File: config.mk
export PLATFORM = sky130hd
export DESIGN_NAME = go_back_n_sender_window
export DESIGN_NICKNAME = d
export VERILOG_FILES = /design/src/gbn_pkg.sv /design/src/gbn_front.sv /design/src/gbn_queue.sv /design/src/gbn_back.sv /design/src/go_back_n_sender_window.sv
export SDC_FILE = /design/constraint.sdc
export NUM_CORES = 1
export LEC_CHECK = 0
export ABC_AREA = 1
export BUFFER_PORTS_ARGS = -buffer_cell sky130_fd_sc_hd__buf_2
export CAP_MARGIN = 15
export CORE_ASPECT_RATIO = 0.9
export CORE_MARGIN = 2
export CORE_UTILIZATION = 30
export DETAILED_ROUTE_END_ITERATION = 6
export GPL_TIMING_DRIVEN = 0
export HOLD_SLACK_MARGIN = 0.12
export SETUP_SLACK_MARGIN = 0.05
export SLEW_MARGIN = 30
export SYNTH_ARGS = -nofsm -noshare
export SYNTH_HDL_FRONTEND = slang
export SYNTH_SLANG_ARGS = --single-unit
export TNS_END_PERCENT = 1
File: constraint.sdc
create_clock -name clk -period 9.5 [get_ports clk]
set_clock_uncertainty 0.2 [all_clocks]
set_input_delay 1.9 -clock clk [delete_from_list [all_inputs] [get_ports clk]]
set_output_delay 1.9 -clock clk [all_outputs]
set_load 0.005 [all_outputs]
File: src/gbn_pkg.sv
// Shared types, constants and command codes of the Go-Back-N sender window.
`timescale 1ns / 1ps

package gbn_pkg;

	localparam int SEQ_W       = 3;
	localparam int TAG_W       = 32;
	localparam int CMD_W       = 2;
	localparam int SLIDE_W     = 3;
	localparam int DEF_WINDOW  = 4;
	localparam int QUEUE_DEPTH = 2;

	localparam logic [CMD_W-1:0] CMD_SEND    = 2'd0;
	localparam logic [CMD_W-1:0] CMD_ACK     = 2'd1;
	localparam logic [CMD_W-1:0] CMD_TIMEOUT = 2'd2;

	typedef enum logic [1:0] {
		OP_SEND,
		OP_ACK,
		OP_TIMEOUT,
		OP_NOP
	} op_t;

	typedef struct packed {
		op_t               op;
		logic [TAG_W-1:0]  payload_tag;
		logic [SEQ_W-1:0]  ack_number;
		logic [SEQ_W-1:0]  expired_seq;
	} item_t;

	typedef struct packed {
		logic               send_accepted;
		logic               packet_valid;
		logic [SEQ_W-1:0]   packet_seq;
		logic [TAG_W-1:0]   packet_payload;
		logic               timer_stop;
		logic [SEQ_W-1:0]   timer_stop_seq;
		logic               timer_start;
		logic [SEQ_W-1:0]   timer_start_seq;
		logic [SLIDE_W-1:0] slide_amount;
		logic [SEQ_W-1:0]   window_base;
		logic               last;
	} res_t;

endpackage

File: src/gbn_front.sv
// Request intake: handshake and command classification ahead of the queue.
`timescale 1ns / 1ps

module gbn_front
	import gbn_pkg::*;
(
	input  logic              start,
	output logic              busy,
	input  logic [CMD_W-1:0]  cmd,
	input  logic [TAG_W-1:0]  payload_tag,
	input  logic [SEQ_W-1:0]  ack_number,
	input  logic              ack_check_ok,
	input  logic [SEQ_W-1:0]  expired_seq,
	input  logic              q_full,
	output logic              q_push,
	output item_t             q_item
);

	op_t op;

	// An ack whose checksum failed can never move the window, so it is
	// folded into the no-op class here.
	always_comb begin
		unique case (cmd)
			CMD_SEND:    op = OP_SEND;
			CMD_ACK:     op = ack_check_ok ? OP_ACK : OP_NOP;
			CMD_TIMEOUT: op = OP_TIMEOUT;
			default:     op = OP_NOP;
		endcase
	end

	assign busy   = q_full;
	assign q_push = start && !q_full;

	assign q_item.op          = op;
	assign q_item.payload_tag = payload_tag;
	assign q_item.ack_number  = ack_number;
	assign q_item.expired_seq = expired_seq;

endmodule

File: src/gbn_queue.sv
// Short request queue between the intake and the window engine.
`timescale 1ns / 1ps

module gbn_queue
	import gbn_pkg::*;
(
	input  logic  clk,
	input  logic  arst_n,
	input  logic  push,
	input  item_t push_item,
	input  logic  pop,
	output item_t head_item,
	output logic  empty,
	output logic  full
);

	localparam int PTR_W = (QUEUE_DEPTH > 1) ? $clog2(QUEUE_DEPTH) : 1;
	localparam int CNT_W = $clog2(QUEUE_DEPTH + 1);

	item_t            slots_q [QUEUE_DEPTH];
	logic [PTR_W-1:0] wr_ptr_q;
	logic [PTR_W-1:0] rd_ptr_q;
	logic [CNT_W-1:0] count_q;

	function automatic logic [PTR_W-1:0] ptr_inc(input logic [PTR_W-1:0] p);
		logic [PTR_W-1:0] r;
		if (p == PTR_W'(QUEUE_DEPTH - 1)) r = '0;
		else r = p + PTR_W'(1);
		return r;
	endfunction

	assign empty     = (count_q == '0);
	assign full      = (count_q == CNT_W'(QUEUE_DEPTH));
	assign head_item = slots_q[rd_ptr_q];

	always_ff @(posedge clk) begin
		if (push) slots_q[wr_ptr_q] <= push_item;
	end

	always_ff @(posedge clk or negedge arst_n) begin
		if (!arst_n) begin
			wr_ptr_q <= '0;
			rd_ptr_q <= '0;
			count_q  <= '0;
		end else begin
			if (push) wr_ptr_q <= ptr_inc(wr_ptr_q);
			if (pop) rd_ptr_q <= ptr_inc(rd_ptr_q);
			if (push && !pop) count_q <= count_q + CNT_W'(1);
			else if (pop && !push) count_q <= count_q - CNT_W'(1);
		end
	end

endmodule

File: src/gbn_back.sv
// Window engine: held-packet ring, ack search, retransmission and result register.
`timescale 1ns / 1ps

module gbn_back
	import gbn_pkg::*;
#(
	parameter int WINDOW = DEF_WINDOW
) (
	input  logic  clk,
	input  logic  arst_n,
	input  item_t head_item,
	input  logic  empty,
	output logic  pop,
	output logic  strobe,
	output res_t  res
);

	localparam int IDX_W = (WINDOW > 1) ? $clog2(WINDOW) : 1;
	localparam int CNT_W = $clog2(WINDOW + 1);
	localparam int SUM_W = CNT_W + 1;

	localparam logic [1:0] ST_IDLE   = 2'd0;
	localparam logic [1:0] ST_SEARCH = 2'd1;
	localparam logic [1:0] ST_RESEND = 2'd2;

	logic [1:0]       state_q, state_d;
	logic [SEQ_W-1:0] base_q, base_d;
	logic [SEQ_W-1:0] next_q, next_d;
	logic [CNT_W-1:0] outstanding_q, outstanding_d;
	logic [IDX_W-1:0] head_q, head_d;
	logic [IDX_W-1:0] idx_q, idx_d;
	logic [SEQ_W-1:0] ackn_q, ackn_d;
	logic [SEQ_W-1:0] exp_q, exp_d;

	logic [SEQ_W-1:0] mem_seq [WINDOW];
	logic [TAG_W-1:0] mem_pay [WINDOW];
	logic [SEQ_W-1:0] rd_seq_q;
	logic [TAG_W-1:0] rd_pay_q;
	logic [IDX_W-1:0] rd_addr;
	logic             wr_en;
	logic [IDX_W-1:0] wr_addr;

	logic             strobe_q, emit;
	res_t             res_q, res_d;

	logic [CNT_W-1:0] idx_cnt;
	logic             idx_is_last;
	logic [CNT_W-1:0] freed;
	logic [CNT_W-1:0] remain;

	function automatic logic [IDX_W-1:0] ring(input logic [SUM_W-1:0] s);
		logic [IDX_W-1:0] r;
		if (s >= SUM_W'(WINDOW)) r = IDX_W'(s - SUM_W'(WINDOW));
		else r = IDX_W'(s);
		return r;
	endfunction

	assign idx_cnt     = CNT_W'(idx_q);
	assign idx_is_last = (idx_cnt + CNT_W'(1) == outstanding_q);
	assign freed       = idx_cnt + CNT_W'(1);
	assign remain      = outstanding_q - freed;
	assign pop         = (state_q == ST_IDLE) && !empty;

	// The read port always looks one entry ahead of the walk so that the
	// registered data lines up with idx_q in the following cycle.
	always_comb begin
		if (state_q == ST_IDLE) rd_addr = head_q;
		else rd_addr = ring(SUM_W'(head_q) + SUM_W'(idx_q) + SUM_W'(1));
	end

	always_ff @(posedge clk) begin
		if (wr_en) begin
			mem_seq[wr_addr] <= next_q;
			mem_pay[wr_addr] <= head_item.payload_tag;
		end
		rd_seq_q <= mem_seq[rd_addr];
		rd_pay_q <= mem_pay[rd_addr];
	end

	always_comb begin
		state_d       = state_q;
		base_d        = base_q;
		next_d        = next_q;
		outstanding_d = outstanding_q;
		head_d        = head_q;
		idx_d         = idx_q;
		ackn_d        = ackn_q;
		exp_d         = exp_q;
		wr_en         = 1'b0;
		wr_addr       = ring(SUM_W'(head_q) + SUM_W'(outstanding_q));
		emit          = 1'b0;
		res_d         = '0;
		res_d.window_base = base_q;
		res_d.last    = 1'b1;

		unique case (state_q)
			ST_IDLE: begin
				if (!empty) begin
					ackn_d = head_item.ack_number;
					exp_d  = head_item.expired_seq;
					idx_d  = '0;
					unique case (head_item.op)
						OP_SEND: begin
							emit = 1'b1;
							if (outstanding_q < CNT_W'(WINDOW)) begin
								wr_en                = 1'b1;
								next_d               = next_q + SEQ_W'(1);
								outstanding_d        = outstanding_q + CNT_W'(1);
								res_d.send_accepted  = 1'b1;
								res_d.packet_valid   = 1'b1;
								res_d.packet_seq     = next_q;
								res_d.packet_payload = head_item.payload_tag;
								if (outstanding_q == '0) begin
									res_d.timer_start     = 1'b1;
									res_d.timer_start_seq = next_q;
								end
							end
						end
						OP_ACK: begin
							if (outstanding_q == '0) emit = 1'b1;
							else state_d = ST_SEARCH;
						end
						OP_TIMEOUT: begin
							if (outstanding_q == '0) begin
								emit                  = 1'b1;
								res_d.timer_stop      = 1'b1;
								res_d.timer_stop_seq  = head_item.expired_seq;
								res_d.timer_start     = 1'b1;
								res_d.timer_start_seq = head_item.expired_seq;
							end else begin
								state_d = ST_RESEND;
							end
						end
						default: emit = 1'b1;
					endcase
				end
			end
			ST_SEARCH: begin
				if (rd_seq_q == ackn_q) begin
					// Cumulative ack: everything up to and including the match goes.
					emit                 = 1'b1;
					state_d              = ST_IDLE;
					head_d               = ring(SUM_W'(head_q) + SUM_W'(freed));
					outstanding_d        = remain;
					base_d               = ackn_q + SEQ_W'(1);
					res_d.window_base    = ackn_q + SEQ_W'(1);
					res_d.timer_stop     = 1'b1;
					res_d.timer_stop_seq = base_q;
					res_d.slide_amount   = SLIDE_W'(freed);
					if (remain != '0) begin
						res_d.timer_start     = 1'b1;
						res_d.timer_start_seq = ackn_q + SEQ_W'(1);
					end
				end else if (idx_is_last) begin
					emit    = 1'b1;
					state_d = ST_IDLE;
				end else begin
					idx_d = idx_q + IDX_W'(1);
				end
			end
			ST_RESEND: begin
				emit                 = 1'b1;
				res_d.packet_valid   = 1'b1;
				res_d.packet_seq     = rd_seq_q;
				res_d.packet_payload = rd_pay_q;
				res_d.last           = idx_is_last;
				if (idx_q == '0) begin
					res_d.timer_stop      = 1'b1;
					res_d.timer_stop_seq  = exp_q;
					res_d.timer_start     = 1'b1;
					res_d.timer_start_seq = exp_q;
				end
				if (idx_is_last) state_d = ST_IDLE;
				else idx_d = idx_q + IDX_W'(1);
			end
			default: state_d = ST_IDLE;
		endcase
	end

	always_ff @(posedge clk or negedge arst_n) begin
		if (!arst_n) begin
			state_q       <= ST_IDLE;
			base_q        <= '0;
			next_q        <= '0;
			outstanding_q <= '0;
			head_q        <= '0;
			idx_q         <= '0;
			strobe_q      <= 1'b0;
		end else begin
			state_q       <= state_d;
			base_q        <= base_d;
			next_q        <= next_d;
			outstanding_q <= outstanding_d;
			head_q        <= head_d;
			idx_q         <= idx_d;
			strobe_q      <= emit;
		end
	end

	always_ff @(posedge clk) begin
		ackn_q <= ackn_d;
		exp_q  <= exp_d;
		if (emit) res_q <= res_d;
	end

	assign strobe = strobe_q;
	assign res    = res_q;

endmodule

File: src/go_back_n_sender_window.sv
// Top level of the Go-Back-N sender window.
`timescale 1ns / 1ps

// Requests enter on start while busy is low and wait in a two-entry queue; the
// window engine behind it takes one request at a time. Send, unknown commands,
// failed acks and timeouts with an empty window are answered from the idle
// state. An ack walks the held-packet ring one entry per cycle until it matches
// or reaches the last outstanding entry. A timeout with N packets outstanding
// reads the oldest first and then emits one packet per cycle, N in all. Each
// result is registered and appears on the result ports in the cycle after the
// engine produces it, with strobe high for exactly one cycle; the receiver has no
// way to stall, so results must be captured when strobe is high. Results of a
// retransmission come in consecutive cycles, with last on the final one.
module go_back_n_sender_window
	import gbn_pkg::*;
#(
	parameter int WINDOW = DEF_WINDOW
) (
	input  logic               clk,
	input  logic               arst_n,
	input  logic               start,
	output logic               busy,
	input  logic [CMD_W-1:0]   cmd,
	input  logic [TAG_W-1:0]   payload_tag,
	input  logic [SEQ_W-1:0]   ack_number,
	input  logic               ack_check_ok,
	input  logic [SEQ_W-1:0]   expired_seq,
	output logic               strobe,
	output logic               send_accepted,
	output logic               packet_valid,
	output logic [SEQ_W-1:0]   packet_seq,
	output logic [TAG_W-1:0]   packet_payload,
	output logic               timer_stop,
	output logic [SEQ_W-1:0]   timer_stop_seq,
	output logic               timer_start,
	output logic [SEQ_W-1:0]   timer_start_seq,
	output logic [SLIDE_W-1:0] slide_amount,
	output logic [SEQ_W-1:0]   window_base,
	output logic               last
);

	logic  q_push, q_pop, q_empty, q_full;
	item_t q_in, q_head;
	res_t  res;

	gbn_front u_front (
		.start        (start),
		.busy         (busy),
		.cmd          (cmd),
		.payload_tag  (payload_tag),
		.ack_number   (ack_number),
		.ack_check_ok (ack_check_ok),
		.expired_seq  (expired_seq),
		.q_full       (q_full),
		.q_push       (q_push),
		.q_item       (q_in)
	);

	gbn_queue u_queue (
		.clk       (clk),
		.arst_n    (arst_n),
		.push      (q_push),
		.push_item (q_in),
		.pop       (q_pop),
		.head_item (q_head),
		.empty     (q_empty),
		.full      (q_full)
	);

	gbn_back #(
		.WINDOW (WINDOW)
	) u_back (
		.clk       (clk),
		.arst_n    (arst_n),
		.head_item (q_head),
		.empty     (q_empty),
		.pop       (q_pop),
		.strobe    (strobe),
		.res       (res)
	);

	assign send_accepted   = res.send_accepted;
	assign packet_valid    = res.packet_valid;
	assign packet_seq      = res.packet_seq;
	assign packet_payload  = res.packet_payload;
	assign timer_stop      = res.timer_stop;
	assign timer_stop_seq  = res.timer_stop_seq;
	assign timer_start     = res.timer_start;
	assign timer_start_seq = res.timer_start_seq;
	assign slide_amount    = res.slide_amount;
	assign window_base     = res.window_base;
	assign last            = res.last;

endmodule

==> flow_metrics.tcl <==
set metrics [dict create \
    drc 12 \
    grt_pass1_wl_um 42600 \
    violations "DRC" \
    synth_area_um2 12800 \
    criticalPathCategory "flop to flop" \
    netlist-cell-type-count 35 \
    cts_sinks 333 \
    post_dp_cell_area_um2 14300 \
    synth_top_area_share_pct 65.4 \
    worstPathMaxFanout 10 \
    synth_common_cells "326 x nand2_1, 278 x edfxtp_1, 41 x inv_1" \
    fin_area_um2 15300 \
    finalSetupViolations 0 \
    synth-seq-cells 333 \
    clock_path_buffers 3 \
    cts_buffers 34 \
    yosysTopAreaCell "edfxtp_1" \
    syn2layout_area_growth_pct 19.8 \
    cp_slowest_cell "nor3_2" \
    post_drt_wl_per_cell_um 16.5 \
    nFillCells 4047 \
    hp-class "flop to flop" \
    seq_area_frac_synth_pct 74.8 \
    num_rows 71 \
    synth_area_per_cell_um2 13.2 \
    path_clk_slew_ps 60 \
    netlist_top_cells_area "edfxtp_1 65%, nand2_1 9.6%, dfxtp_1 5.5%, dfrtp_1 3.9%, mux2i_1 2.8%" \
    die_w_um 221 \
    syn_nets 1029 \
    max_stage_delay_ps 590 \
    dieArea_um2 44200 \
    drt-pass1-iter-count 7 \
    num_vias 7542 \
    final_nets 1186 \
    yosysMostFrequentCell "nand2_1" \
    startpoint_type "flop" \
    layout_min_cycle_time_ps 3800 \
    slew_viol_final 0 \
    port_buffers 97 \
    irDropWorstVdd_uv 155 \
    max_slew.worst_pin.slew_ps 863 \
    multiInputGateArea_um2 2890 \
    cts_resized 0 \
    synth_top_flop_cell "edfxtp_1" \
    core_area_um2 41900 \
    ff_latch_area_um2 9550 \
    critPathCaptureType "flop" \
    required_ps 9520 \
    fmax_mhz 263 \
    arrival_ps 3810 \
    slew_headroom_pct 42.5 \
    drtAntennaViolNets 0 \
    gr-total-overflow 0 \
    finalWirelength_um 27900 \
    synth_edf_count 278 \
    htreeDepth 2 \
    drt-initial-drc-count 443 \
    critPathBufInv 7 \
    rsz0062_at_grt "false" \
    syn_inst 966 \
    start_util_pct 30.5 \
    clk_latency_ps 510 \
    async_reset_ff_share_pct 6.01 \
    ys_warn_count 0 \
    finalPower_mw 5.57 \
    tns_ps 0 \
    path_cells "buf_2 > buf_2 > o21ai_0 > ha_1 > inv_1 > nor2_1 > nand2_2 > buf_6 > nor3_2 > buf_4 > buf_4 > buf_6" \
    die_y_um 200 \
    hold_ws_ps 314 \
    place_congestion 0.825 \
    grt_antenna_before_repair 2 \
    drive_gt1_share_pct 18.5 \
    post-route-period-util_pct 40.0 \
    cts_root_buf "clkbuf_16" \
    grt.total_usage_pct 12.5 \
    power.density_nw_per_um2 364 \
    grt_pass1_vias 7444 \
    status "complete, but fails checks" \
    io_pins 98 \
    grt_max_degree 35 \
    cts_setup_buffers 0 \
    cp_top_family "buffers and inverters" \
    p_leak_nw 6.08 \
    avgViaCountPerCell 4.45 \
    postCtsHoldBufs 0 \
    cap_violations 0 \
    tritoncts "built" \
    dp_hpwl_um 19000 \
    hold_viol 0 \
]
==> final cells by class <==
class / instances / share of cell area (%)
inverter: 46 / 1.15
tap: 547 / 4.47
multi-input combinational: 549 / 18.9
timing repair buffer: 121 / 5.01
clock inverter: 14 / 0.474
clock buffer: 47 / 6.28
sequential: 333 / 62.4
buffer: 38 / 1.28
antenna: 1 / 0.0164
==> per-stage QoR <==
step           std cells  utilization [%]  worst slack [ps]
3_3_place_gp        1610             33.2              2390
2_1_floorplan        966                -              4780
5_1_grt             1695             36.5              5390
4_1_cts             1695             36.5              5610
6_report            1696             36.5              5700
3_5_place_dp        1634             34.0              5630
==> worst register-to-register path: cells and delay by family, from the launching register on <==
family / cells / cell delay [ps]
buf+inv: 7 / 1430
simple gates: 3 / 850
flops: 1 / 440
compound gates: 1 / 390
fa+ha+maj: 1 / 220
==> sequential cells by signal (all words and copies together), names as in the netlist, 2 cells and up <==
name,flops
u_back.mem_seq,12
u_back.idx_q,2
u_queue.slots_q,80
u_back.exp_q,3
u_back.next_q,3
u_back.rd_pay_q,32
u_back.outstanding_q,3
u_back.res,52
u_back.state_q,2
u_back.mem_pay,128
u_back.ackn_q,3
u_back.base_q,3
u_queue.count_q,2
u_back.rd_seq_q,3
u_back.head_q,2
==> cells by family after synthesis <==
family	share of synthesized area, %
adders and majority gates	1.86
and+or+nand+nor	11.4
AOI/OAI and AO/OA	5.48
buffers and inverters	2.88
DFF	74.8
xor gates and xnor gates	0.823
muxes	2.82
==> final timing paths <==
check | start | endpoint | depth (start not counted) | slack (ps)
min in group asynchronous | arst_n | u_back.base_q[2]$_DFFE_PN0P_ | 1 | 1160
hold reg to reg | u_back.mem_pay[2][27]$_DFFE_PP_ | u_back.rd_pay_q[27]$_DFF_P_ | 2 | 310
setup reg to reg | u_queue.rd_ptr_q$_DFFE_PN0P_ | u_back.mem_pay[1][14]$_DFFE_PP_ | 12 | 5700
hold / removal | u_back.mem_pay[2][27]$_DFFE_PP_ | u_back.rd_pay_q[27]$_DFF_P_ | 2 | 310
setup / recovery | u_queue.rd_ptr_q$_DFFE_PN0P_ | u_back.mem_pay[1][14]$_DFFE_PP_ | 12 | 5700
max in group asynchronous | arst_n | u_back.next_q[1]$_DFFE_PN0P_ | 1 | 7580
==> power breakdown <==
part | leakage [nW] | internal [mW] | switching, mW
Clock | 0.514 | 0.709 | 0.524
Combinational | 2.44 | 0.648 | 1.35
Sequential | 3.13 | 2.19 | 0.144
==> metal layers <==
layer / share of wire, % / track usage [%] / vias to the layer above
li1: - / - / 3685
met1: 43 / 15.4 / 3648
met2: 49 / 22.3 / 170
met3: 5.7 / 2.82 / 35
met4: 1.6 / 3.30 / 4
met5: 0.086 / 0 / -
==> placed cells by master, fill, tap and decap left out, types with 4 or more instances in the layout <==
cell	instances
a21oi_1	14
a22o_1	32
buf_1	4
buf_16	4
buf_2	109
buf_4	25
clkbuf_1	21
clkbuf_16	35
clkbuf_8	4
clkinv_2	9
dfrtp_1	20
dfxtp_1	35
edfxtp_1	278
ha_1	19
inv_1	40
inv_2	5
mux2i_1	36
nand2_1	326
nand3_1	12
nor2_1	17
nor3_2	4
o21ai_0	15
o21ai_1	39
xor2_1	9
No activity file was read; power rests on OpenSTA's default activity.
